### src/sv/dpb_pkg.sv
`default_nettype none
// ----------------------------------------------------------------------------
// dpb_pkg: shared types and constants for depth pixel back-projection
// Frame geometry, register map, config bundle and queue word layout.
// ----------------------------------------------------------------------------
package dpb_pkg;

   // frame geometry limits
   localparam int MAX_WIDTH   = 640;
   localparam int MAX_HEIGHT  = 480;
   localparam int FRAME_WORDS = MAX_WIDTH * MAX_HEIGHT;
   localparam int MEM_AW      = (FRAME_WORDS > 1) ? $clog2(FRAME_WORDS) : 1;
   localparam int COL_W       = (MAX_WIDTH > 1) ? $clog2(MAX_WIDTH) : 1;
   localparam int ROW_W       = (MAX_HEIGHT > 1) ? $clog2(MAX_HEIGHT) : 1;
   localparam int WID_W       = $clog2(MAX_WIDTH + 1);

   // queue between front and back
   localparam int Q_DEPTH = 4;
   localparam int Q_PTR_W = $clog2(Q_DEPTH);
   localparam int Q_CNT_W = $clog2(Q_DEPTH + 1);

   // register map (word index)
   localparam int CSR_AW = 5;
   localparam logic [2:0] REG_INV_FOCAL_X  = 3'd0;
   localparam logic [2:0] REG_INV_FOCAL_Y  = 3'd1;
   localparam logic [2:0] REG_CENTER_X     = 3'd2;
   localparam logic [2:0] REG_CENTER_Y     = 3'd3;
   localparam logic [2:0] REG_DEPTH_SCALE  = 3'd4;
   localparam logic [2:0] REG_FRAME_WIDTH  = 3'd5;
   localparam logic [2:0] REG_FRAME_HEIGHT = 3'd6;

   localparam logic [23:0] RST_INV_FOCAL_X  = 24'd32432;
   localparam logic [23:0] RST_INV_FOCAL_Y  = 24'd32482;
   localparam logic [15:0] RST_CENTER_X     = 16'd5098;
   localparam logic [15:0] RST_CENTER_Y     = 16'd4085;
   localparam logic [23:0] RST_DEPTH_SCALE  = 24'd3355;
   localparam logic [9:0]  RST_FRAME_WIDTH  = 10'd640;
   localparam logic [8:0]  RST_FRAME_HEIGHT = 9'd480;

   localparam logic CMD_WRITE = 1'b0;
   localparam logic CMD_QUERY = 1'b1;

   typedef struct packed {
      logic [23:0] inv_focal_x;
      logic [23:0] inv_focal_y;
      logic [15:0] center_x;
      logic [15:0] center_y;
      logic [23:0] depth_scale_recip;
      logic [9:0]  frame_width;
      logic [8:0]  frame_height;
   } cfg_type;

   // one queue word: a pixel write or a query with its memory address
   typedef struct packed {
      logic              is_query;
      logic [MEM_AW-1:0] addr;
      logic [15:0]       raw;
      logic [17:0]       dx;      // point_x - center_x, two's complement Q.4
      logic [17:0]       dy;
   } q_entry_type;

endpackage
`default_nettype wire

### src/sv/dpb_queue.sv
`default_nettype none
// ----------------------------------------------------------------------------
// dpb_queue: command queue
// Small FIFO that decouples the input stage from the memory and math stage.
// ----------------------------------------------------------------------------
module dpb_queue
   import dpb_pkg::*;
(
   input  wire logic          clock,
   input  wire logic          reset,
   input  wire logic          push,
   input  q_entry_type        push_entry,
   input  wire logic          pop,
   output logic               q_valid,
   output q_entry_type        head,
   output logic               q_full,
   output logic [Q_CNT_W-1:0] q_count
);

   q_entry_type        slot_ff [Q_DEPTH];
   logic [Q_PTR_W-1:0] wr_ptr_ff, rd_ptr_ff;
   logic [Q_CNT_W-1:0] count_ff;

   assign q_valid = count_ff != '0;
   assign q_full  = count_ff == Q_CNT_W'(Q_DEPTH);
   assign q_count = count_ff;
   assign head    = slot_ff[rd_ptr_ff];

   always_ff @(posedge clock) begin
      if (reset) begin
         wr_ptr_ff <= '0;
         rd_ptr_ff <= '0;
         count_ff  <= '0;
      end else begin
         if (push)
            wr_ptr_ff <= (wr_ptr_ff == Q_PTR_W'(Q_DEPTH - 1)) ? '0 : wr_ptr_ff + 1'b1;
         if (pop)
            rd_ptr_ff <= (rd_ptr_ff == Q_PTR_W'(Q_DEPTH - 1)) ? '0 : rd_ptr_ff + 1'b1;
         if (push && !pop)
            count_ff <= count_ff + 1'b1;
         else if (pop && !push)
            count_ff <= count_ff - 1'b1;
      end
   end

   always_ff @(posedge clock) begin
      if (push)
         slot_ff[wr_ptr_ff] <= push_entry;
   end

endmodule
`default_nettype wire

### config.mk
export PLATFORM = sky130hd
export DESIGN_NAME = dpb_queue
export DESIGN_NICKNAME = d
export VERILOG_FILES = /design/src/sv/dpb_pkg.sv /design/src/sv/dpb_queue.sv
export SDC_FILE = /design/constraint.sdc
export NUM_CORES = 1
export LEC_CHECK = 0
export ABC_AREA = 1
export ABC_CLOCK_PERIOD_IN_PS = 6100
export BUFFER_PORTS_ARGS = -buffer_cell sky130_fd_sc_hd__buf_2
export CAP_MARGIN = 10
export CORE_MARGIN = 2
export CORE_UTILIZATION = 61
export DETAILED_ROUTE_END_ITERATION = 8
export GPL_ROUTABILITY_DRIVEN = 0
export HOLD_SLACK_MARGIN = 0.03
export PLACE_DENSITY = 0.84
export SYNTH_ARGS = -nofsm -noshare
export SYNTH_HDL_FRONTEND = slang
export SYNTH_SLANG_ARGS = --single-unit
### constraint.sdc
create_clock -name clock -period 6.1 [get_ports clock]
set_clock_uncertainty 0.2 [all_clocks]
set_input_delay 1.22 -clock clock [delete_from_list [all_inputs] [get_ports clock]]
set_output_delay 1.22 -clock clock [all_outputs]
set_load 0.05 [all_outputs]
==> results.md <==
## Run status
• completed — status

## Yosys
• compound AO/OA/AOI/OAI gates — combinational family with the most area after synthesis
• 0 — count of yosys warnings during synthesis
• 839 — synthesized netlist net count
• 0% — fraction of synthesis flops using an asynchronous set or reset pin
• 0% — multiplexer share of the synthesized area
• sky130_fd_sc_hd__edfxtp_1 — leading area contributor after synthesis
• 5.71% — Simple-Gate Fraction of Synth Area
• sky130_fd_sc_hd__edfxtp_1, sky130_fd_sc_hd__o21ai_0, sky130_fd_sc_hd__nor2_1 — ranking of synthesized cells by area
• 79.5% — sequential fraction of the synthesis area
• 288 — EDFF count, synth
• 0.856% — Synth Area in Adders
• 77.8% — top cell type's share of synthesized area
• 14.7 sq um — Syn Area/Cell
• 756 — Gate Count Post-Synth
• 19 — Distinct cells, synth
• sky130_fd_sc_hd__edfxtp_1 — Main synth FF type
• 297 — synthesis-stage register bit count
• 10.8% — share of the synthesized area in compound gates (AO/OA/AOI/OAI)
• 0.0788% — fraction of synthesized cell area in xor and xnor cells
• 11100 sq um — area of the mapped netlist

## STA
• no — unrepaired setup endpoints after global routing
• 234 MHz — peak clock frequency supported by timing
• 0.980 ns — slew of the pin with the lowest slew margin
• 0 — final hold violations
• 0.340 ns — Hold Slack
• 0 — pins over their slew limit
• 0 ns — final sum of negative setup slack
• 4.28 ns — final critical delay including setup and external delays
• 70.2% — period utilization
• 34.7% — worst-case headroom to the max-slew limit
• 0 — Setup Viol. Count Final

## Global routing
• 34.4 mm — global-route wire length before repair
• 0 — overflow left after global routing
• 22.6% — overall track demand over capacity in global routing
• 4 — antenna violations before repair
• 6544 — vias in the first global route
• 145 — maximum number of pins on one net before global-route repair

## Worst hold path
• reg2reg — kind of path behind the tightest hold check
• wr_ptr_ff[1] — worst hold path endpoint
• 2 — number of cells on the worst hold path
• wr_ptr_ff[1] — worst hold path startpoint

## Critical path
• 2.86 ns — arrival time at the worst endpoint
• 3.62 ns — setup slack on the worst flop-to-flop path
• flop — category of the worst setup path launch point
• sky130_fd_sc_hd__dfxtp_4 — slowest CP cell
• output port — sort of element at the end of the critical path
• buf_4, o21ai_0, o22ai_1, buf_2 — cells traversed along the worst timing path
• reg2out — path type of the worst setup path
• slot_ff[2][7] — worst flop-to-flop path endpoint
• 80 — Crit Path Max Fanout
• 2 — Buffers & Inverters on Critical Path
• 0.87 ns — max incr delay on CP
• 4.68 ns — WP data required
• 5 — Worst Reg-to-Reg Cells
• buffers and inverters — kind of cell adding the most delay to the critical path
• wr_ptr_ff[0] — reg2reg start

## Die
• 17900 sq um — core footprint
• 49 — number of core rows
• 19300 sq um — overall die area
• 62.1% — initial standard-cell utilization of the core
• 139 microns — die width
• 139 microns — die extent in y
• 153 — num ports

## Place
• 152 — Port Buffer Count
• 1098 — placed cell count
• 12.5 mm — HPWL after detailed placement

## Clock tree
• 0 — post-CTS setup buffers
• 0.52 ns — worst-skew pair later-pin latency
• yes — clock tree from TritonCTS
• 28 — Inserted Clock Buffers
• 0 — hold buffer count at CTS
• 1 — H-tree level count
• 297 — clock sinks
• 3 — deepest clock path buffer count
• 0.06 ns — register clock-pin slew on the reported worst setup and hold paths
• sky130_fd_sc_hd__clkbuf_16 — buffer type at the clock tree root
• 0 — number of instances resized during post-cts repair

## Power and ir drop
• 4.55 nW — cell leakage power
• 365 nW/um^2 — power density of the placed cells
• 4.68 mW — post-layout total power
• 0.342 mV — peak supply drop

## Drt
• 539 — violation count after the first detailed-route iteration
• 5.83 — via density per instance
• 0 — DRC errors left
• 4 — number of iterations in the first detailed-routing pass
• 19.5 microns — routed length per instance
• 0 — Post-DRT Antenna Nets
• 22.4 mm — wire length after detailed routing
• 6699 — total number of vias

## Finish
• 982 — NumNets Final
• 15.6% — synthesis-to-finish area growth
• 1150 — final standard cell count with taps included and fillers excluded
• 22.3% — share of layout cells above drive strength 1

## Job
• 0 — count of max-cap constraint violations

-- cell usage in the layout, fill, tap and decap left out --
cell type | Yosys | routed
sky130_fd_sc_hd__nand2_1 | 9 | 9
sky130_fd_sc_hd__inv_1 | 15 | 10
sky130_fd_sc_hd__clkbuf_1 | 13 | 3
sky130_fd_sc_hd__clkinv_2 | 0 | 9
sky130_fd_sc_hd__clkinv_1 | 0 | 9
sky130_fd_sc_hd__inv_2 | 0 | 1
sky130_fd_sc_hd__inv_6 | 1 | 1
sky130_fd_sc_hd__nor2_1 | 153 | 153
sky130_fd_sc_hd__a21oi_1 | 3 | 3
sky130_fd_sc_hd__clkbuf_16 | 0 | 29
sky130_fd_sc_hd__nor3_1 | 3 | 3
sky130_fd_sc_hd__o21ai_0 | 147 | 147
sky130_fd_sc_hd__dfxtp_4 | 0 | 1
sky130_fd_sc_hd__clkinvlp_4 | 0 | 1
sky130_fd_sc_hd__fa_1 | 1 | 1
sky130_fd_sc_hd__buf_2 | 17 | 152
sky130_fd_sc_hd__o22ai_1 | 72 | 72
sky130_fd_sc_hd__buf_4 | 0 | 7
sky130_fd_sc_hd__xor2_1 | 1 | 1
sky130_fd_sc_hd__ha_1 | 6 | 6
sky130_fd_sc_hd__dfxtp_2 | 0 | 1
sky130_fd_sc_hd__nand4_1 | 1 | 1
sky130_fd_sc_hd__bufinv_16 | 0 | 3
sky130_fd_sc_hd__diode_2 | 0 | 2
sky130_fd_sc_hd__nand3_1 | 1 | 1
sky130_fd_sc_hd__edfxtp_1 | 288 | 288
sky130_fd_sc_hd__dfxtp_1 | 9 | 7
-- Yosys cell counts, drive strengths merged, types with 3 or more instances --
cell type	count
o21ai	147
inv	16
dfxtp	9
nor3	3
ha	6
nand2	9
buf	27
o22ai	72
clkbuf	19
nor2	153
a21oi	3
edfxtp	288
-- power by group --
| part | internal [mW] | switching, mW | total (mW) |
|---|---|---|---|
| Clock | 0.985 | 0.686 | 1.67 |
| Sequential | 2.33 | 0.0351 | 2.37 |
| Combinational | 0.138 | 0.509 | 0.647 |
-- worst min-delay path, stage by stage, from the launching register on --
cell,delay (ns)
sky130_fd_sc_hd__dfxtp_1,0.33
sky130_fd_sc_hd__inv_1,0.10
sky130_fd_sc_hd__a21oi_1,0.07
-- how the worst max path moves through the flow --
stage | start | to | slack [ns] | depth (start not counted)
3_3_place_gp | flop | head[69] | 2.43 | 4
6_report | flop | head[44] | 1.82 | 4
3_5_place_dp | flop | head[44] | 2.39 | 4
5_1_grt | flop | head[63] | 1.64 | 4
4_1_cts | flop | head[40] | 1.84 | 4
2_1_floorplan | push | slot_ff[3][0] | 2.82 | 2
-- final cells by class --
class / instances / area [sq um]
fill: 1177 / 5060
multi-input combinational: 397 / 1940
inverter: 16 / 70.1
clock buffer: 32 / 737
timing repair buffer: 159 / 813
tap: 229 / 287
sequential: 297 / 8830
clock inverter: 18 / 156
antenna: 2 / 5.00
-- cells by family (layout without fill, tap and decap cells) --
family | count (synthesis) | in the layout
compound gates | 222 | 222
xor+xnor | 1 | 1
fa+ha+maj | 7 | 7
buf+inv | 62 | 225
flops | 297 | 297
other cells | 0 | 2
simple gates | 167 | 167
-- stage by stage --
step	util [%]	setup WS (ns)	cell area, sq um
after global routing	71.7	1.64	12800
after CTS	71.7	1.84	12800
after floorplan	-	2.82	11100
after global placement	66.7	2.43	11900
after detailed placement	66.7	2.39	11900
final	71.7	1.82	12800
-- state kept, by name, summed over array words and instances, names as in the netlist, named ones only --
signal / cells
q_count: 3
slot_ff: 288
wr_ptr_ff: 2
rd_ptr_ff: 2
-- layer usage --
metal | vias up | share of wire, % | GRT usage [%]
li1 | 3123 | - | -
met1 | 3292 | 41 | 30.3
met2 | 246 | 50 | 38.2
met3 | 34 | 7.2 | 5.21
met4 | 4 | 1.7 | 5.74
met5 | - | 0.094 | 0
Power figures use the tool's default switching activity.
