**src/sv/dpb_pkg.sv**
```systemverilog
`default_nettype none
// ----------------------------------------------------------------------------
// dpb_pkg: shared types and constants for depth pixel back-projection
// Frame geometry, register map, config bundle and queue word layout.
// ----------------------------------------------------------------------------
package dpb_pkg;

   // frame geometry limits
   localparam int MAX_WIDTH   = 640;
   localparam int MAX_HEIGHT  = 480;
   localparam int FRAME_WORDS = MAX_WIDTH * MAX_HEIGHT;
   localparam int MEM_AW      = (FRAME_WORDS > 1) ? $clog2(FRAME_WORDS) : 1;
   localparam int COL_W       = (MAX_WIDTH > 1) ? $clog2(MAX_WIDTH) : 1;
   localparam int ROW_W       = (MAX_HEIGHT > 1) ? $clog2(MAX_HEIGHT) : 1;
   localparam int WID_W       = $clog2(MAX_WIDTH + 1);

   // queue between front and back
   localparam int Q_DEPTH = 4;
   localparam int Q_PTR_W = $clog2(Q_DEPTH);
   localparam int Q_CNT_W = $clog2(Q_DEPTH + 1);

   // register map (word index)
   localparam int CSR_AW = 5;
   localparam logic [2:0] REG_INV_FOCAL_X  = 3'd0;
   localparam logic [2:0] REG_INV_FOCAL_Y  = 3'd1;
   localparam logic [2:0] REG_CENTER_X     = 3'd2;
   localparam logic [2:0] REG_CENTER_Y     = 3'd3;
   localparam logic [2:0] REG_DEPTH_SCALE  = 3'd4;
   localparam logic [2:0] REG_FRAME_WIDTH  = 3'd5;
   localparam logic [2:0] REG_FRAME_HEIGHT = 3'd6;

   localparam logic [23:0] RST_INV_FOCAL_X  = 24'd32432;
   localparam logic [23:0] RST_INV_FOCAL_Y  = 24'd32482;
   localparam logic [15:0] RST_CENTER_X     = 16'd5098;
   localparam logic [15:0] RST_CENTER_Y     = 16'd4085;
   localparam logic [23:0] RST_DEPTH_SCALE  = 24'd3355;
   localparam logic [9:0]  RST_FRAME_WIDTH  = 10'd640;
   localparam logic [8:0]  RST_FRAME_HEIGHT = 9'd480;

   localparam logic CMD_WRITE = 1'b0;
   localparam logic CMD_QUERY = 1'b1;

   typedef struct packed {
      logic [23:0] inv_focal_x;
      logic [23:0] inv_focal_y;
      logic [15:0] center_x;
      logic [15:0] center_y;
      logic [23:0] depth_scale_recip;
      logic [9:0]  frame_width;
      logic [8:0]  frame_height;
   } cfg_type;

   // one queue word: a pixel write or a query with its memory address
   typedef struct packed {
      logic              is_query;
      logic [MEM_AW-1:0] addr;
      logic [15:0]       raw;
      logic [17:0]       dx;      // point_x - center_x, two's complement Q.4
      logic [17:0]       dy;
   } q_entry_type;

endpackage
`default_nettype wire

```
**src/sv/dpb_csr.sv**
```systemverilog
`default_nettype none
// ----------------------------------------------------------------------------
// dpb_csr: configuration registers
// APB-style register file holding camera intrinsics and frame size.
// ----------------------------------------------------------------------------
module dpb_csr
   import dpb_pkg::*;
(
   input  wire logic              clock,
   input  wire logic              reset,
   input  wire logic              psel,
   input  wire logic              penable,
   input  wire logic              pwrite,
   input  wire logic [CSR_AW-1:0] paddr,
   input  wire logic [31:0]       pwdata,
   output logic      [31:0]       prdata,
   output logic                   pready,
   output cfg_type                cfg
);

   cfg_type    cfg_ff;
   logic [2:0] reg_idx;
   logic       wr_en;

   assign pready  = 1'b1;
   assign reg_idx = paddr[CSR_AW-1:2];
   assign wr_en   = psel && penable && pwrite;
   assign cfg     = cfg_ff;

   always_ff @(posedge clock) begin
      if (reset) begin
         cfg_ff.inv_focal_x       <= RST_INV_FOCAL_X;
         cfg_ff.inv_focal_y       <= RST_INV_FOCAL_Y;
         cfg_ff.center_x          <= RST_CENTER_X;
         cfg_ff.center_y          <= RST_CENTER_Y;
         cfg_ff.depth_scale_recip <= RST_DEPTH_SCALE;
         cfg_ff.frame_width       <= RST_FRAME_WIDTH;
         cfg_ff.frame_height      <= RST_FRAME_HEIGHT;
      end else if (wr_en) begin
         case (reg_idx)
            REG_INV_FOCAL_X:  cfg_ff.inv_focal_x       <= pwdata[23:0];
            REG_INV_FOCAL_Y:  cfg_ff.inv_focal_y       <= pwdata[23:0];
            REG_CENTER_X:     cfg_ff.center_x          <= pwdata[15:0];
            REG_CENTER_Y:     cfg_ff.center_y          <= pwdata[15:0];
            REG_DEPTH_SCALE:  cfg_ff.depth_scale_recip <= pwdata[23:0];
            REG_FRAME_WIDTH:  cfg_ff.frame_width       <= pwdata[9:0];
            REG_FRAME_HEIGHT: cfg_ff.frame_height      <= pwdata[8:0];
            default: ;
         endcase
      end
   end

   always_comb begin
      case (reg_idx)
         REG_INV_FOCAL_X:  prdata = {8'd0, cfg_ff.inv_focal_x};
         REG_INV_FOCAL_Y:  prdata = {8'd0, cfg_ff.inv_focal_y};
         REG_CENTER_X:     prdata = {16'd0, cfg_ff.center_x};
         REG_CENTER_Y:     prdata = {16'd0, cfg_ff.center_y};
         REG_DEPTH_SCALE:  prdata = {8'd0, cfg_ff.depth_scale_recip};
         REG_FRAME_WIDTH:  prdata = {22'd0, cfg_ff.frame_width};
         REG_FRAME_HEIGHT: prdata = {23'd0, cfg_ff.frame_height};
         default:          prdata = 32'd0;
      endcase
   end

endmodule
`default_nettype wire

```
**config.mk**
```make
export PLATFORM = sky130hd
export DESIGN_NAME = dpb_csr
export DESIGN_NICKNAME = d
export VERILOG_FILES = /design/src/sv/dpb_pkg.sv /design/src/sv/dpb_csr.sv
export SDC_FILE = /design/constraint.sdc
export NUM_CORES = 1
export LEC_CHECK = 0
export ABC_AREA = 1
export BUFFER_PORTS_ARGS = -buffer_cell sky130_fd_sc_hd__buf_2
export CORE_MARGIN = 10
export CORE_UTILIZATION = 45
export DETAILED_ROUTE_END_ITERATION = 7
export GPL_TIMING_DRIVEN = 0
export HOLD_SLACK_MARGIN = 0.15
export MAX_ROUTING_LAYER = met4
export PLACE_DENSITY = 0.74
export SLEW_MARGIN = 20
export SYNTH_ARGS = -nofsm -noshare
export SYNTH_HDL_FRONTEND = slang
export SYNTH_SLANG_ARGS = --single-unit
```
**constraint.sdc**
```tcl
create_clock -name clock -period 1.3 [get_ports clock]
set_clock_uncertainty 0.15 [all_clocks]
set_input_delay 0.065 -clock clock [delete_from_list [all_inputs] [get_ports clock]]
set_output_delay 0.065 -clock clock [all_outputs]
set_load 0.05 [all_outputs]
```
==> flow_metrics.env <==
export IMPL_ys_warnings_count=0
export IMPL_grt_pass1_vias=6993
export IMPL_synth_top_area_cell="sky130_fd_sc_hd__dfxtp_1"
export IMPL_min_period_over_period_pct=118.8
export IMPL_netlist_top_cells_area="sky130_fd_sc_hd__dfxtp_1 41%, sky130_fd_sc_hd__nand2_1 19%, sky130_fd_sc_hd__nand3_1 12%"
export IMPL_final_hold_fails=13
export IMPL_num_rows=42
export IMPL_clock_root_buffer="sky130_fd_sc_hd__clkbuf_16"
export IMPL_r2r_end="cfg[60]"
export IMPL_reg2reg_slack_ps=420
export IMPL_holdBufCountCts=28
export IMPL_io_buffers=176
export IMPL_synthDominantCellAreaShare_pct=41.21
export IMPL_synthesis_area_um2=5976
export IMPL_largest_register_ffs=123
export IMPL_start_kind="register"
export IMPL_synth_cell_type_count=22
export IMPL_htree_levels=4
export IMPL_nNetsFinal=1220
export IMPL_most_used_cells_in_the_layout_excluding_fill_and_tap_cells="245 x sky130_fd_sc_hd__nand2_1, 158 x sky130_fd_sc_hd__nor2_1, 131 x sky130_fd_sc_hd__nand3_1, 128 x sky130_fd_sc_hd__buf_2, 102 x sky130_fd_sc_hd__dfxtp_2"
export IMPL_maxSlewViolCount=0
export IMPL_cellLeakagePower_nw=4.477
export IMPL_clock_tree_buf_depth=2
export IMPL_critical_path_max_fanout=3
export IMPL_final_cell_count_no_fill=1363
export IMPL_grt_start_max_net_pins=17
export IMPL_pin_slew_with_the_least_headroom_to_its_limit_ps=614.3
export IMPL_postSynthRegisterBits=123
export IMPL_drcViolationCount=0
export IMPL_critical_path_required_ps=1090
export IMPL_start_util_pct=45.49
export IMPL_power_density_of_the_placed_cells_nw_per_um2=1097
export IMPL_timing_final_crit_period_ps=1544
export IMPL_fmaxAchievable_mhz=647.6
export IMPL_die_height_um=135.2
export IMPL_core_um2=13140
export IMPL_floorplan_die_area_um2=18290
export IMPL_drt_pre_antenna_iters=7
export IMPL_antennaDiodeCount=0
export IMPL_timing_hold_ws_ps=-105.0
export IMPL_violations="hold timing, setup timing"
export IMPL_clock_latency_ps=430
export IMPL_route_final_wire_length_um=26650
export IMPL_final_setup_viol_count=22
export IMPL_initialDrtViolationCount=919
export IMPL_dp_cells=1280
export IMPL_wire_length_of_the_first_global_routing_pass_um=39290
export IMPL_vdd_drop_max_mv=0.8990
export IMPL_layout_drive_gt1_share_pct=42.54
export IMPL_final_common_cell="sky130_fd_sc_hd__nand2_1"
export IMPL_cts_inserted_buffers=17
export IMPL_min_path_type="in2reg"
export IMPL_routed_via_density=5.487
export IMPL_synth_sequential_area_ratio_pct=41.21
export IMPL_clkSinkCount=123
export IMPL_cts_reportedPaths_clkPinSlew_ps=50
export IMPL_reg2reg_from="cfg[60]"
export IMPL_critical_path_startpoint="cfg[63]"
export IMPL_critPathArrivalTime_ps=1330
export IMPL_postRouteAntennaNets=0
export IMPL_dr_total_vias=7479
export IMPL_post_synthesis_mean_instance_area_um2=6.488
export IMPL_max_cap_viol_count=0
export IMPL_detailedPlacementHpwl_um=17830
export IMPL_groute_usage_overall_pct=28.60
export IMPL_path_class="reg2out"
export IMPL_fin_ws_ps=-244.1
export IMPL_status="finished, violations left"
export IMPL_cts_tree="built"
export IMPL_grt_setup_unrepaired="yes"
export IMPL_initial_antenna_violation_count=0
export IMPL_post_drt_wl_per_cell_um=19.56
export IMPL_critical_path_endpoint_type="output pin"
export IMPL_fin_total_pwr_mw=9.910
export IMPL_globalRouteOverflowTotal=0
export IMPL_timing_reg2reg_worst_path_depth=3
export IMPL_synthToLayoutAreaGrowth_pct=51.17
export IMPL_worst_setup_path_endpoint="prdata[4]"
export IMPL_globalplace_congestion=0.9869
export IMPL_top_level_ports=198
export IMPL_die_width_um=135.2
export IMPL_slew_limit_headroom_pct=59.05
export IMPL_synth_cells=921
## Yosys cell counts
cell type	number
sky130_fd_sc_hd__conb_1	2
sky130_fd_sc_hd__clkinv_1	1
sky130_fd_sc_hd__buf_2	23
sky130_fd_sc_hd__nand2_4	1
sky130_fd_sc_hd__buf_1	5
sky130_fd_sc_hd__dfxtp_1	123
sky130_fd_sc_hd__nor2_4	8
sky130_fd_sc_hd__o21ai_0	6
sky130_fd_sc_hd__nand2_2	1
sky130_fd_sc_hd__inv_1	36
sky130_fd_sc_hd__clkinv_2	1
sky130_fd_sc_hd__nand4_1	38
sky130_fd_sc_hd__nor2_2	5
sky130_fd_sc_hd__buf_4	21
sky130_fd_sc_hd__nand2_1	297
sky130_fd_sc_hd__inv_2	3
sky130_fd_sc_hd__nor2_1	181
sky130_fd_sc_hd__nand3_4	1
sky130_fd_sc_hd__nand3_1	146
sky130_fd_sc_hd__buf_6	2
sky130_fd_sc_hd__clkbuf_1	18
sky130_fd_sc_hd__nand3_2	2
## routing by layer
metal	wire (µm)	up-vias	global-route usage [%]
met3	3343	109	8.383
li1	-	3430	-
met4	1353	0	17.05
met1	9869	3393	33.37
met5	0	-	-
met2	12090	547	42.81
## stage by stage
step	utilization, %	cell area, µm²	TNS (ps)	setup slack [ps]	hold slack [ps]
global route	68.76	9034	-3763	-252.3	-59.97
CTS	65.93	8662	-4408	-213.4	-40.09
floorplan	-	6172	-133.6	-133.6	41.08
global placement	55.36	7273	-34490	-507.5	161.5
finish	68.76	9034	-2919	-244.1	-105.0
detailed placement	55.36	7273	-37210	-514.4	170.6
## critical path, cell delays in order, from the launching register on
cell,delay (ps)
sky130_fd_sc_hd__dfxtp_2,320
sky130_fd_sc_hd__nand4_1,80
sky130_fd_sc_hd__nand2_1,90
sky130_fd_sc_hd__nor2_1,150
sky130_fd_sc_hd__nand2_2,100
sky130_fd_sc_hd__buf_8,160
## cell type report
class / count / area (µm²)
inverters: 41 / 171.4
clock buffers: 26 / 519.2
plain buffers: 69 / 493.0
fillers: 1102 / 4104
flip-flops and latches: 123 / 2605
repair buffers: 231 / 1707
multi-input cells: 695 / 3308
clock inverters: 2 / 10.01
well taps: 176 / 220.2
## how the worst min path moves through the flow
stage,from,endpoint,slack (ps),cells after the start
final,paddr[4],cfg[18],-100,4
after global routing,paddr[4],cfg[16],-60,4
after detailed placement,pwdata[13],cfg[88],170,3
after floorplan,pwdata[1],cfg[76],40,2
after global placement,pwdata[13],cfg[88],160,3
after CTS,paddr[3],cfg[44],-40,6
## power breakdown
group | internal, mW | switching (mW) | total (mW)
logic | 0.534 | 1.14 | 1.68
registers | 3.82 | 0.0455 | 3.87
clock network | 2.69 | 1.68 | 4.37
total | 7.04 | 2.87 | 9.91
## kinds of logic after synthesis
| group | after synthesis | synth area share (%) |
|---|---|---|
| simple gates | 680 | 49.18 |
| other cells | 2 | 0.1257 |
| compound gates | 6 | 0.5025 |
| buf+inv | 110 | 8.982 |
| flops | 123 | 41.21 |
## repair_timing
| action | 4_1_cts | 5_1_grt |
|---|---|---|
| buffers inserted | 16 | 11 |
| gates resized for setup | 158 | 119 |
| pin swaps | 25 | 45 |
| hold endpoints to repair | 123 | 46 |
| setup endpoints to repair | 38 | 87 |
| gates cloned | 3 | 1 |
Note: power is estimated with default switching activity, not from simulation.
