[config.mk]
export PLATFORM = sky130hd
export DESIGN_NAME = dpb_front
export DESIGN_NICKNAME = d
export VERILOG_FILES = /design/src/sv/dpb_pkg.sv /design/src/sv/dpb_front.sv
export SDC_FILE = /design/constraint.sdc
export NUM_CORES = 1
export LEC_CHECK = 0
export BUFFER_PORTS_ARGS = -buffer_cell sky130_fd_sc_hd__buf_2
export CAP_MARGIN = 20
export CORE_MARGIN = 4
export CORE_UTILIZATION = 43
export CTS_CLUSTER_SIZE = 20
export DETAILED_ROUTE_END_ITERATION = 10
export PLACE_DENSITY_LB_ADDON = 0.2
export SYNTH_ARGS = -nofsm -noshare
export SYNTH_HDL_FRONTEND = slang
export SYNTH_SLANG_ARGS = --single-unit
export TNS_END_PERCENT = 20
[constraint.sdc]
create_clock -name clock -period 7.28 [get_ports clock]
set_clock_uncertainty 0.15 [all_clocks]
set_input_delay 1.092 -clock clock [delete_from_list [all_inputs] [get_ports clock]]
set_output_delay 1.092 -clock clock [all_outputs]
set_load 0.01 [all_outputs]
[src/sv/dpb_pkg.sv]
`default_nettype none
// ----------------------------------------------------------------------------
// dpb_pkg: shared types and constants for depth pixel back-projection
// Frame geometry, register map, config bundle and queue word layout.
// ----------------------------------------------------------------------------
package dpb_pkg;

   // frame geometry limits
   localparam int MAX_WIDTH   = 640;
   localparam int MAX_HEIGHT  = 480;
   localparam int FRAME_WORDS = MAX_WIDTH * MAX_HEIGHT;
   localparam int MEM_AW      = (FRAME_WORDS > 1) ? $clog2(FRAME_WORDS) : 1;
   localparam int COL_W       = (MAX_WIDTH > 1) ? $clog2(MAX_WIDTH) : 1;
   localparam int ROW_W       = (MAX_HEIGHT > 1) ? $clog2(MAX_HEIGHT) : 1;
   localparam int WID_W       = $clog2(MAX_WIDTH + 1);

   // queue between front and back
   localparam int Q_DEPTH = 4;
   localparam int Q_PTR_W = $clog2(Q_DEPTH);
   localparam int Q_CNT_W = $clog2(Q_DEPTH + 1);

   // register map (word index)
   localparam int CSR_AW = 5;
   localparam logic [2:0] REG_INV_FOCAL_X  = 3'd0;
   localparam logic [2:0] REG_INV_FOCAL_Y  = 3'd1;
   localparam logic [2:0] REG_CENTER_X     = 3'd2;
   localparam logic [2:0] REG_CENTER_Y     = 3'd3;
   localparam logic [2:0] REG_DEPTH_SCALE  = 3'd4;
   localparam logic [2:0] REG_FRAME_WIDTH  = 3'd5;
   localparam logic [2:0] REG_FRAME_HEIGHT = 3'd6;

   localparam logic [23:0] RST_INV_FOCAL_X  = 24'd32432;
   localparam logic [23:0] RST_INV_FOCAL_Y  = 24'd32482;
   localparam logic [15:0] RST_CENTER_X     = 16'd5098;
   localparam logic [15:0] RST_CENTER_Y     = 16'd4085;
   localparam logic [23:0] RST_DEPTH_SCALE  = 24'd3355;
   localparam logic [9:0]  RST_FRAME_WIDTH  = 10'd640;
   localparam logic [8:0]  RST_FRAME_HEIGHT = 9'd480;

   localparam logic CMD_WRITE = 1'b0;
   localparam logic CMD_QUERY = 1'b1;

   typedef struct packed {
      logic [23:0] inv_focal_x;
      logic [23:0] inv_focal_y;
      logic [15:0] center_x;
      logic [15:0] center_y;
      logic [23:0] depth_scale_recip;
      logic [9:0]  frame_width;
      logic [8:0]  frame_height;
   } cfg_type;

   // one queue word: a pixel write or a query with its memory address
   typedef struct packed {
      logic              is_query;
      logic [MEM_AW-1:0] addr;
      logic [15:0]       raw;
      logic [17:0]       dx;      // point_x - center_x, two's complement Q.4
      logic [17:0]       dy;
   } q_entry_type;

endpackage
`default_nettype wire

[src/sv/dpb_front.sv]
`default_nettype none
// ----------------------------------------------------------------------------
// dpb_front: input stage
// Takes request words, drops out-of-range writes, rounds and clamps query
// points to a pixel and forms the frame address and center offsets.
// ----------------------------------------------------------------------------
module dpb_front
   import dpb_pkg::*;
(
   input  wire logic        clock,
   input  wire logic        reset,
   input  cfg_type          cfg,
   input  wire logic        req_valid,
   output logic             req_ready,
   input  wire logic        req_cmd,
   input  wire logic [18:0] req_pixel_address,
   input  wire logic [15:0] req_raw_depth,
   input  wire logic [15:0] req_point_x,
   input  wire logic [15:0] req_point_y,
   input  wire logic        q_full,
   output logic             q_push,
   output q_entry_type      q_push_entry
);

   localparam int PROD_W = ROW_W + WID_W;

   // Q12.4 to pixel, round half away from zero, clamp to [0, size-1]
   function automatic logic [31:0] pick_pixel(input logic [15:0] q, input logic [31:0] size);
      logic [15:0] s;
      logic [31:0] r;
      s = {1'b0, q[14:0]} + 16'd8;
      r = 32'(s[15:4]);
      if (q[15])
         return 32'd0;
      return (r > size - 32'd1) ? size - 32'd1 : r;
   endfunction

   function automatic logic [31:0] clamp_size(input logic [31:0] v, input int hi);
      if (v == 32'd0)
         return 32'd1;
      return (v > 32'(hi)) ? 32'(hi) : v;
   endfunction

   logic [31:0] w32, h32, wr_addr32;
   logic [31:0] col32, row32;
   logic        wr_ok, en_f;
   logic [WID_W-1:0]  w_cur;
   logic [PROD_W-1:0] addr_prod;

   logic              v_ff;
   logic              is_query_ff;
   logic [MEM_AW-1:0] wr_addr_ff;
   logic [15:0]       raw_ff;
   logic [COL_W-1:0]  col_ff;
   logic [ROW_W-1:0]  row_ff;
   logic [17:0]       dx_ff, dy_ff;

   assign w32       = clamp_size(32'(cfg.frame_width), MAX_WIDTH);
   assign h32       = clamp_size(32'(cfg.frame_height), MAX_HEIGHT);
   assign w_cur     = WID_W'(w32);
   assign wr_addr32 = 32'(req_pixel_address);
   assign wr_ok     = wr_addr32 < 32'(FRAME_WORDS);
   assign col32     = pick_pixel(req_point_x, w32);
   assign row32     = pick_pixel(req_point_y, h32);

   assign q_push    = v_ff && !q_full;
   assign en_f      = !v_ff || !q_full;
   assign req_ready = en_f;

   always_ff @(posedge clock) begin
      if (reset)
         v_ff <= 1'b0;
      else if (en_f)
         v_ff <= req_valid && (req_cmd == CMD_QUERY || wr_ok);
   end

   always_ff @(posedge clock) begin
      if (en_f) begin
         is_query_ff <= (req_cmd == CMD_QUERY);
         wr_addr_ff  <= MEM_AW'(wr_addr32);
         raw_ff      <= req_raw_depth;
         col_ff      <= COL_W'(col32);
         row_ff      <= ROW_W'(row32);
         dx_ff       <= {{2{req_point_x[15]}}, req_point_x} - {2'b00, cfg.center_x};
         dy_ff       <= {{2{req_point_y[15]}}, req_point_y} - {2'b00, cfg.center_y};
      end
   end

   assign addr_prod = PROD_W'(row_ff) * PROD_W'(w_cur) + PROD_W'(col_ff);

   always_comb begin
      q_push_entry.is_query = is_query_ff;
      q_push_entry.addr     = is_query_ff ? MEM_AW'(addr_prod) : wr_addr_ff;
      q_push_entry.raw      = raw_ff;
      q_push_entry.dx       = dx_ff;
      q_push_entry.dy       = dy_ff;
   end

endmodule
`default_nettype wire

==> results of run 1 <==
[logic make-up (layout without fill, tap and decap cells)]
kind of cell,count (synthesis),count (layout),share of synthesized area [%]
and+or+nand+nor,305,307,16.1
adders and majority gates,183,183,28.6
AOI/OAI and AO/OA,183,183,12.3
buffers and inverters,172,444,6.74
DFF,92,92,28.4
xor gates and xnor gates,63,63,5.69
muxes,19,19,2.14
other,1,5,0.0386
[registers in the layout, indices dropped and copies added (netlist names)]
name,count
dy_ff,18
is_query_ff,1
v_ff,1
col_ff,10
dx_ff,18
raw_ff,16
wr_addr_ff,19
row_ff,9
[layer usage]
metal / track usage [%] / share of wire [%] / vias to the layer above
met1: 25.2 / 43 / 3880
met3: 4.24 / 6.0 / 35
met2: 34.1 / 49 / 205
met5: 0 / 0.028 / -
met4: 5.24 / 1.8 / 2
li1: - / - / 4083
[stage by stage]
stage	total power, uW	hold WS, ns	std cells	instance area (um2)	util (%)
after CTS	2500	0.610	1567	12100	55.0
final	2560	0.586	1576	12300	56.0
after floorplan	1500	1.01	1020	9810	-
after detailed placement	1980	0.604	1512	11300	51.5
after global placement	1970	0.592	1512	11300	51.5
after global routing	2760	0.651	1575	12300	56.0
[cells in the mapped netlist, drive strengths merged, types with 3 or more instances]
master and n:
and2 26, clkbuf 22, a211oi 5, a21oi 49
mux2i 5, a2111oi 3, o21ai 44, nor3 13
nand3 42, inv 139, or3 11, nand2b 5
or2 6, edfxtp 91, and3 47, nor2 56
o31ai 5, ha 118, xnor2 43, fa 65
xor2 20, nand2 62, buf 10, mux2 14
o31a 5, a31o 3, nor4 6, a31oi 7
a21o 20, nor2b 18, nand4 7, o211ai 4
o21a 19
[path summary, 6_finish.rpt]
kind,startpoint,to,slack (ns)
worst max-delay path,cfg[17],q_push_entry[67],0.01
worst min-delay path,v_ff$_SDFFE_PP0P_,v_ff$_SDFFE_PP0P_,0.59
worst max register to register,v_ff$_SDFFE_PP0P_,col_ff[9]$_SDFFCE_PP0P_,5.34
worst min register to register,v_ff$_SDFFE_PP0P_,v_ff$_SDFFE_PP0P_,0.59
[final cells by class]
class / instances / area (um2) / share of cell area (%)
clock inverter: 6 / 41.3 / 0.335
inverter: 140 / 526 / 4.26
clock buffer: 10 / 229 / 1.86
multi-input combinational: 758 / 6680 / 54.1
sequential: 92 / 2750 / 22.3
tap: 280 / 350 / 2.84
timing repair buffer: 288 / 1760 / 14.2
antenna: 2 / 5.00 / 0.0406
[worst max-delay path: cells and delay by family]
kind / cells / cell delay (ns)
buf+inv: 6 / 0.62
compound gates: 2 / 0.36
xor+xnor: 1 / 0.17
simple gates: 4 / 0.76
fa+ha+maj: 6 / 2.75
mux: 1 / 0.28
[what timing repair did]
action                     4_1_cts  5_1_grt
hold buffers                     0        0
cloned                           3        2
setup endpoints to repair       12       21
resized for setup               43       39
pin swaps                       35       36
buffers inserted                36        6
[power by group through the flow]
stage	Combinational [uW]	Sequential [uW]	Clock (uW)
after floorplan	782	720	0
after global placement	1250	715	0
after detailed placement	1260	715	0
after CTS	1350	706	447
after global routing	1580	712	472
final	1420	706	433
==> flow_summary_export.csv, run 1 <==
group,metric,value,unit
sta,period_needed,7.27,ns
placed_design,place_hpwl,19100,um
clock_network,root_buffer,"clkbuf_16",
sta,fmax,138,MHz
sta,timing.slew.headroom,29.4,%
route,dr.pass1.iters,4,
clock_network,clock_latency,0.34,ns
floorplan,rows,54,
power_and_ir_drop,power.switching,968,uW
route,wl_per_cell,15.6,um
finish,layout_commonest_cell,"buf_2",
setup_path,critical_path_class,"in2out",
setup_path,endpoint_kind,"primary output",
synth,ys_ff_latch,92,
job,cap_violations,0,
setup_path,crit_fanout,7,
global_route,first_global_vias,8316,
sta,setup_viol,0,
route,post-route-drc-count,0,
finish,nets,1667,
setup_path,slowest_delay,0.56,ns
synth,synthDominantCellAreaShare,28.2,%
clock_network,cts.htree.levels,3,
synth,synth.area.top_cells,"edfxtp_1 28%, ha_1 15%, fa_1 13%, inv_1 5.4%, xnor2_1 3.9%",
hold_path,hp-class,"reg2reg",
setup_path,worst_ep_arrival_time,6.02,ns
synth,avgSynthCellArea,9.53,um2
placed_design,place_ws,-0.416,ns
route,drt_iter0_markers,325,
synth,synth_ff_type,"edfxtp_1",
synth,async_reset_ff_share,0,%
power_and_ir_drop,leakage,0.00612,uW
setup_path,worst_setup_path_start_kind,"primary input",
synth,synthCells,1018,
clock_network,clk_pin_slew,0.06,ns
floorplan,initial_core_util,44.1,%
setup_path,worstPathRequired,6.04,ns
finish,area_growth,27.1,%
setup_path,cp_cell_sequence,"buf_8 > or2_4 > nand2_8 > buf_6 > and3_4 > fa_1 > fa_1 > fa_1 > fa_1 > inv_2 > fa_1 > inv_2 > ha_4 > nand4_1 > buf_4 > o211ai_1 > a31oi_2 > xnor2_1 > mux2_4 > buf_6",
setup_path,cp_slowest_cell,"fa_1",
clock_network,cts_sinks,92,
route,final_antenna_net_count,0,
placed_design,io_buffers,196,
synth,synth_cell_type_count,59,
floorplan,die_area,0.0250,mm2
placed_design,gp_congestion,0.855,
route,postRouteWirelength,24700,um
route,dr_total_vias,8205,
floorplan,die_w,158,um
setup_path,cp_common_cell,"fa_1",
route,vias_per_cell,5.21,
sta,final_max_slew_viol_count,0,
power_and_ir_drop,irDropWorstVdd,0.107,mV
sta,finalWorstSetupSlack,0.0147,ns
sta,rsz0062_at_grt,"yes",
power_and_ir_drop,switching_share,37.9,%
power_and_ir_drop,combPwrFrac,55.5,%
setup_path,r2r_cells,2,
floorplan,fp.dieH,158,um
global_route,grt_pass1_wl,39900,um
global_route,grt_util_all_layers,19.8,%
clock_network,clockBufferDepth,2,
power_and_ir_drop,pwr-share-seq,27.6,%
floorplan,ioPinCount,269,
power_and_ir_drop,power_density,207,mW/mm2
power_and_ir_drop,clkPwrFrac,16.9,%
clock_network,cts_buffers,9,
synth,synth_enable_flop_cells,91,
run_status,status,"finished, final reports clean",
sta,tns,0,ns
sta,report.final.hold_viol_count,0,
finish,final_cell_mix,"189 x buf_2, 133 x inv_1, 108 x ha_1",
synth,synth_area_leader_cell,"edfxtp_1",
power_and_ir_drop,internal_power,1590,uW
synth,syn_area,0.00971,mm2
global_route,grt_max_degree,70,
finish,drive_above_1_share,29.4,%
sta,fin_crit_sh,99.8,%
finish,nFillCells,1989,
global_route,gr-total-overflow,0,
floorplan,core_area,0.0220,mm2
sta,worstMarginPinSlew,1.06,ns
hold_path,hold_depth,2,
synth,yosysWarnings,0,
global_route,antenna_found_initial,2,
synth,seq_area_frac_synth,28.4,%
clock_network,cts_tree,"done",
No activity file was read; power rests on OpenSTA's default activity.
==> run 2, diff against run 1 <==
- CORE_UTILIZATION: 43 -> 35
- GPL_ROUTABILITY_DRIVEN: default -> 0
==> run 2 against run 1 <==
The flow now finishes with violations (negative setup slack). Critical path depth increased by 2. Final area increased by 2.0%. Critical endpoint is now q_push_entry[70]. Via count about the same. Register-to-register slack got worse by 0.03 ns. Combinational power about the same.
==> flow_summary_export.csv, run 2 (synthesis results as in run 1) <==
group,metric,value,unit
setup_path,path_delay_family,"adder cells",
sta,tns,-0.0102,ns
clock_network,cts_sinks,92,
setup_path,worst-path-buf-inv,7,
floorplan,die_area,0.0305,mm2
finish,largest-register,"wr_addr_ff",
global_route,grt_util_all_layers,17.1,%
setup_path,slowest_delay,0.54,ns
clock_network,root_buffer,"clkbuf_16",
sta,report.final.hold_viol_count,0,
run_status,status,"finished, violations left",
sta,rsz0062_at_grt,"yes",
power_and_ir_drop,irDropWorstVdd,0.106,mV
floorplan,core_area,0.0271,mm2
job,cap_violations,0,
route,final_antenna_net_count,0,
run_status,failed_checks,"negative setup slack",
placed_design,io_buffers,196,
route,wl_per_cell,15.3,um
clock_network,cts.htree.levels,3,
sta,fin_crit_sh,100,%
clock_network,cts_buffers,9,
clock_network,clock_latency,0.34,ns
finish,final_cell_mix,"183 x buf_2, 130 x inv_1, 107 x ha_1",
setup_path,cp_cell_sequence,"buf_6 > or2_4 > nand2_8 > nand3_4 > fa_1 > inv_2 > fa_1 > inv_2 > fa_1 > inv_2 > fa_1 > inv_2 > fa_1 > inv_2 > ha_4 > nand4_1 > a21oi_2 > o31a_1 > o211ai_1 > a21o_1 > a31o_2 > buf_6",
setup_path,critical_path_class,"in2out",
global_route,gr-total-overflow,0,
floorplan,fp.dieH,175,um
global_route,grt_max_degree,72,
finish,layout_commonest_cell,"buf_2",
power_and_ir_drop,power_density,203,mW/mm2
route,postRouteWirelength,25700,um
setup_path,worst_setup_path_start_kind,"primary input",
route,vias_per_cell,4.89,
finish,nets,1680,
route,post-route-drc-count,0,
setup_path,worst_ep_arrival_time,6.05,ns
sta,worstMarginPinSlew,1.03,ns
finish,area_growth,29.7,%
route,drt_iter0_markers,362,
global_route,antenna_found_initial,2,
route,dr.pass1.iters,6,
floorplan,ioPinCount,269,
setup_path,crit_fanout,7,
placed_design,place_hpwl,20100,um
setup_path,endpoint_kind,"primary output",
floorplan,initial_core_util,35.8,%
placed_design,numPlacedInstances,1614,
sta,final_max_slew_viol_count,0,
power_and_ir_drop,switching_share,38.0,%
floorplan,rows,60,
global_route,first_global_vias,8528,
power_and_ir_drop,clkPwrFrac,17.9,%
route,dr_total_vias,8209,
power_and_ir_drop,pwr-share-seq,27.6,%
floorplan,die_w,175,um
setup_path,worstPathRequired,6.04,ns
finish,largest_reg_flops,19,
finish,reg_top3,"wr_addr_ff: 19 flops, dx_ff: 18 flops, dy_ff: 18 flops",
clock_network,clk_pin_slew,0.07,ns
power_and_ir_drop,leakage,0.00618,uW
sta,setup_viol,2,
power_and_ir_drop,combPwrFrac,54.5,%
power_and_ir_drop,internal_power,1580,uW
finish,drive_above_1_share,30.8,%
sta,fmax,137,MHz
global_route,grt_pass1_wl,42500,um
power_and_ir_drop,power.switching,971,uW
setup_path,cp_slowest_cell,"fa_1",
clock_network,cts_tree,"done",
clock_network,clockBufferDepth,2,
finish,layoutNonFillerInstCount,1680,
sta,finalWorstSetupSlack,-0.00713,ns
hold_path,hp-class,"reg2reg",
sta,timing.slew.headroom,31.3,%
sta,period_needed,7.29,ns
-- run 2: metrics by stage --
| step | worst slack, ns | instance area, um2 | utilization [%] | hold WS (ns) | power (uW) |
|---|---|---|---|---|---|
| after detailed placement | -0.294 | 11500 | 42.5 | 0.635 | 1980 |
| after global routing | -0.217 | 12600 | 46.4 | 0.687 | 2780 |
| after global placement | -0.265 | 11500 | 42.5 | 0.633 | 1970 |
| after floorplan | 0.00523 | 9810 | - | 1.01 | 1500 |
| final | -0.00713 | 12600 | 46.4 | 0.625 | 2550 |
| after CTS | -0.00838 | 12400 | 45.6 | 0.647 | 2530 |
-- run 2: path summary, 6_finish.rpt --
| kind | startpoint | endpoint | slack, ns | cells past startpoint |
|---|---|---|---|---|
| worst max-delay path | cfg[17] | q_push_entry[70] | -0.007 | 22 |
| worst min-delay path | v_ff$_SDFFE_PP0P_ | wr_addr_ff[11]$_DFFE_PP_ | 0.62 | 1 |
| worst max register to register | v_ff$_SDFFE_PP0P_ | col_ff[9]$_SDFFCE_PP0P_ | 5.31 | 2 |
| worst min register to register | v_ff$_SDFFE_PP0P_ | wr_addr_ff[11]$_DFFE_PP_ | 0.62 | 1 |
-- run 2: power groups by stage --
stage / logic (uW) / clock network (uW) / registers, uW
floorplan: 782 / 0 / 720
global placement: 1260 / 0 / 713
detailed placement: 1270 / 0 / 713
CTS: 1350 / 475 / 703
global route: 1570 / 500 / 712
finish: 1390 / 457 / 704
-- run 2: cell type report --
type | instances | area (um2)
timing repair buffer | 302 | 1880
fill | 2632 | 14500
inverter | 140 | 526
clock inverter | 7 | 50.0
clock buffer | 9 | 225
multi-input combinational | 757 | 6680
sequential | 92 | 2750
antenna | 1 | 2.50
tap | 372 | 465
-- run 2: metal layers --
metal | share of wire, % | global-route usage (%) | wire length [um]
met2 | 48 | 28.6 | 12400
met1 | 44 | 22.0 | 11200
met3 | 5.6 | 3.76 | 1440
met5 | 0.050 | 0 | 13
met4 | 2.4 | 5.50 | 616
-- run 2: repair_timing --
item	CTS	global route
pin swaps	42	41
endpoints found under the setup margin	11	21
hold buffers	0	0
gates cloned	1	0
gates resized for setup	50	45
setup buffers	39	9
-- run 2: worst reg2reg max path: stages, from the launching register on --
cell and delay (ns):
dfxtp_1 0.33, nand2_4 0.26, buf_4 0.81
==> run 3, diff against run 2 <==
- CELL_PAD_IN_SITES_DETAIL_PLACEMENT: default -> 0
- CELL_PAD_IN_SITES_GLOBAL_PLACEMENT: default -> 1
==> run 3 against run 2 <==
The flow still finishes with violations (negative setup slack). Die area is the same. Hold slack lost 0.035 ns. Maximum frequency is essentially flat. Register-to-register slack lost 0.02 ns. Core utilization shrank 0.12 points.
==> flow_summary_export.csv, run 3 (synthesis results as in run 1) <==
group,metric,value,unit
sta,rsz0062_at_grt,"yes",
global_route,antenna_found_initial,4,
route,post-route-drc-count,0,
global_route,gr-total-overflow,0,
placed_design,numPlacedInstances,1607,
hold_path,hp-class,"reg2reg",
hold_path,hold_start,"v_ff$_SDFFE_PP0P_",
sta,tns,-0.00641,ns
setup_path,critical_path_class,"in2out",
finish,layoutNonFillerInstCount,1667,
setup_path,crit_fanout,11,
finish,largest-register,"wr_addr_ff",
sta,fin_crit_sh,100,%
run_status,failed_checks,"negative setup slack",
job,cap_violations,0,
clock_network,root_buffer,"clkbuf_16",
finish,largest_reg_flops,19,
power_and_ir_drop,irDropWorstVdd,0.126,mV
setup_path,worstPathRequired,6.04,ns
finish,nFillCells,2662,
setup_path,r2r_cells,2,
setup_path,worst_setup_path_start_kind,"primary input",
setup_path,r2r_slack,5.29,ns
setup_path,r2r-end,"dy_ff[11]$_DFFE_PP_",
clock_network,clockBufferDepth,2,
sta,final_max_slew_viol_count,0,
clock_network,cts_buffers,9,
floorplan,core_area,0.0271,mm2
clock_network,cts.htree.levels,3,
hold_path,min_to,"v_ff$_SDFFE_PP0P_",
clock_network,cts_tree,"done",
power_and_ir_drop,power_density,211,mW/mm2
route,vias_per_cell,4.84,
global_route,grt_max_degree,71,
sta,worstMarginPinSlew,1.01,ns
clock_network,clk_pin_slew,0.06,ns
route,wl_per_cell,15.6,um
placed_design,io_buffers,196,
clock_network,cts_sinks,92,
route,dr.pass1.iters,4,
sta,setup_viol,1,
finish,nets,1667,
run_status,status,"finished, violations left",
setup_path,endpoint_kind,"primary output",
global_route,grt_util_all_layers,17.1,%
floorplan,rows,60,
setup_path,r2r-start,"v_ff$_SDFFE_PP0P_",
route,dr_total_vias,8060,
floorplan,fp.dieH,175,um
placed_design,place_hpwl,20300,um
placed_design,place_ws,-0.383,ns
clock_network,cts-hold-fix-buffers,0,
finish,layout_commonest_cell,"buf_2",
power_and_ir_drop,leakage,0.00612,uW
global_route,first_global_vias,8299,
sta,finalWorstSetupSlack,-0.00641,ns
clock_network,clock_latency,0.34,ns
route,drt_iter0_markers,370,
route,postRouteWirelength,26000,um
finish,drive_above_1_share,29.4,%
floorplan,die_w,175,um
floorplan,initial_core_util,35.8,%
floorplan,ioPinCount,269,
floorplan,die_area,0.0305,mm2
global_route,grt_pass1_wl,42600,um
sta,report.final.hold_viol_count,0,
route,final_antenna_net_count,0,
sta,timing.slew.headroom,32.7,%
sta,fmax,137,MHz
hold_path,hold_depth,2,
setup_path,worst_ep_arrival_time,6.04,ns
finish,reg_top3,"wr_addr_ff: 19 flops, dx_ff: 18 flops, dy_ff: 18 flops",
finish,final_cell_mix,"190 x buf_2, 136 x inv_1, 108 x ha_1",
sta,period_needed,7.29,ns
finish,area_growth,29.3,%
[run 3: how the worst max path moves through the flow]
stage,start,end,cells after the start
5_1_grt,cfg[11],q_push_entry[70],22
4_1_cts,cfg[14],q_push_entry[67],22
6_report,cfg[16],q_push_entry[65],21
2_1_floorplan,cfg[17],q_push_entry[68],21
3_3_place_gp,cfg[11],q_push_entry[65],22
3_5_place_dp,cfg[14],q_push_entry[65],22
[run 3: repair_timing]
item                       CTS  global route
buffers inserted            34             7
pin swaps                   46            18
cloned                       2             0
setup endpoints to repair   12            21
resized for setup           56            24
[run 3: area by class of cell]
type	instances	area (um2)	area share [%]
multi-input cells	758	6730	53.6
flip-flops and latches	92	2750	21.9
repair buffers	288	1740	13.9
inverters	140	526	4.19
well taps	372	465	3.71
clock buffers	12	236	1.88
clock inverters	4	97.6	0.778
diodes	1	2.50	0.0199
[run 3: metal layers]
layer	GRT usage, %	share of wire, %	vias up
met2	28.7	48	160
met1	22.9	46	3791
met5	0	0.17	-
li1	-	-	4076
met4	3.24	0.98	8
met3	3.94	5.3	25
[run 3: critical path, stage by stage]
cell and delay [ns]:
buf_6 0.10, or2_4 0.28, buf_12 0.15, nand2_8 0.09, nand3_1 0.11, fa_1 0.51, fa_1 0.53, inv_1 0.06
fa_2 0.48, fa_1 0.50, inv_1 0.05, fa_1 0.49, inv_2 0.05, ha_4 0.28, nand4_1 0.15, buf_4 0.18
o311ai_2 0.26, a21oi_1 0.12, xnor2_1 0.15, mux2_2 0.26, buf_2 0.14
[run 3: report_power, final]
group          switching, uW  internal [uW]
logic                    724            672
registers               39.5            665
clock network            212            337
total                    975           1670
[run 3: metrics by stage]
step	total power, uW	util, %	cell area (um2)	hold slack, ns
floorplan	1500	-	9810	1.01
detailed placement	1980	42.3	11500	0.602
global placement	1980	42.3	11500	0.568
CTS	2660	45.6	12400	0.602
finish	2650	46.3	12600	0.589
global route	2860	46.3	12500	0.657
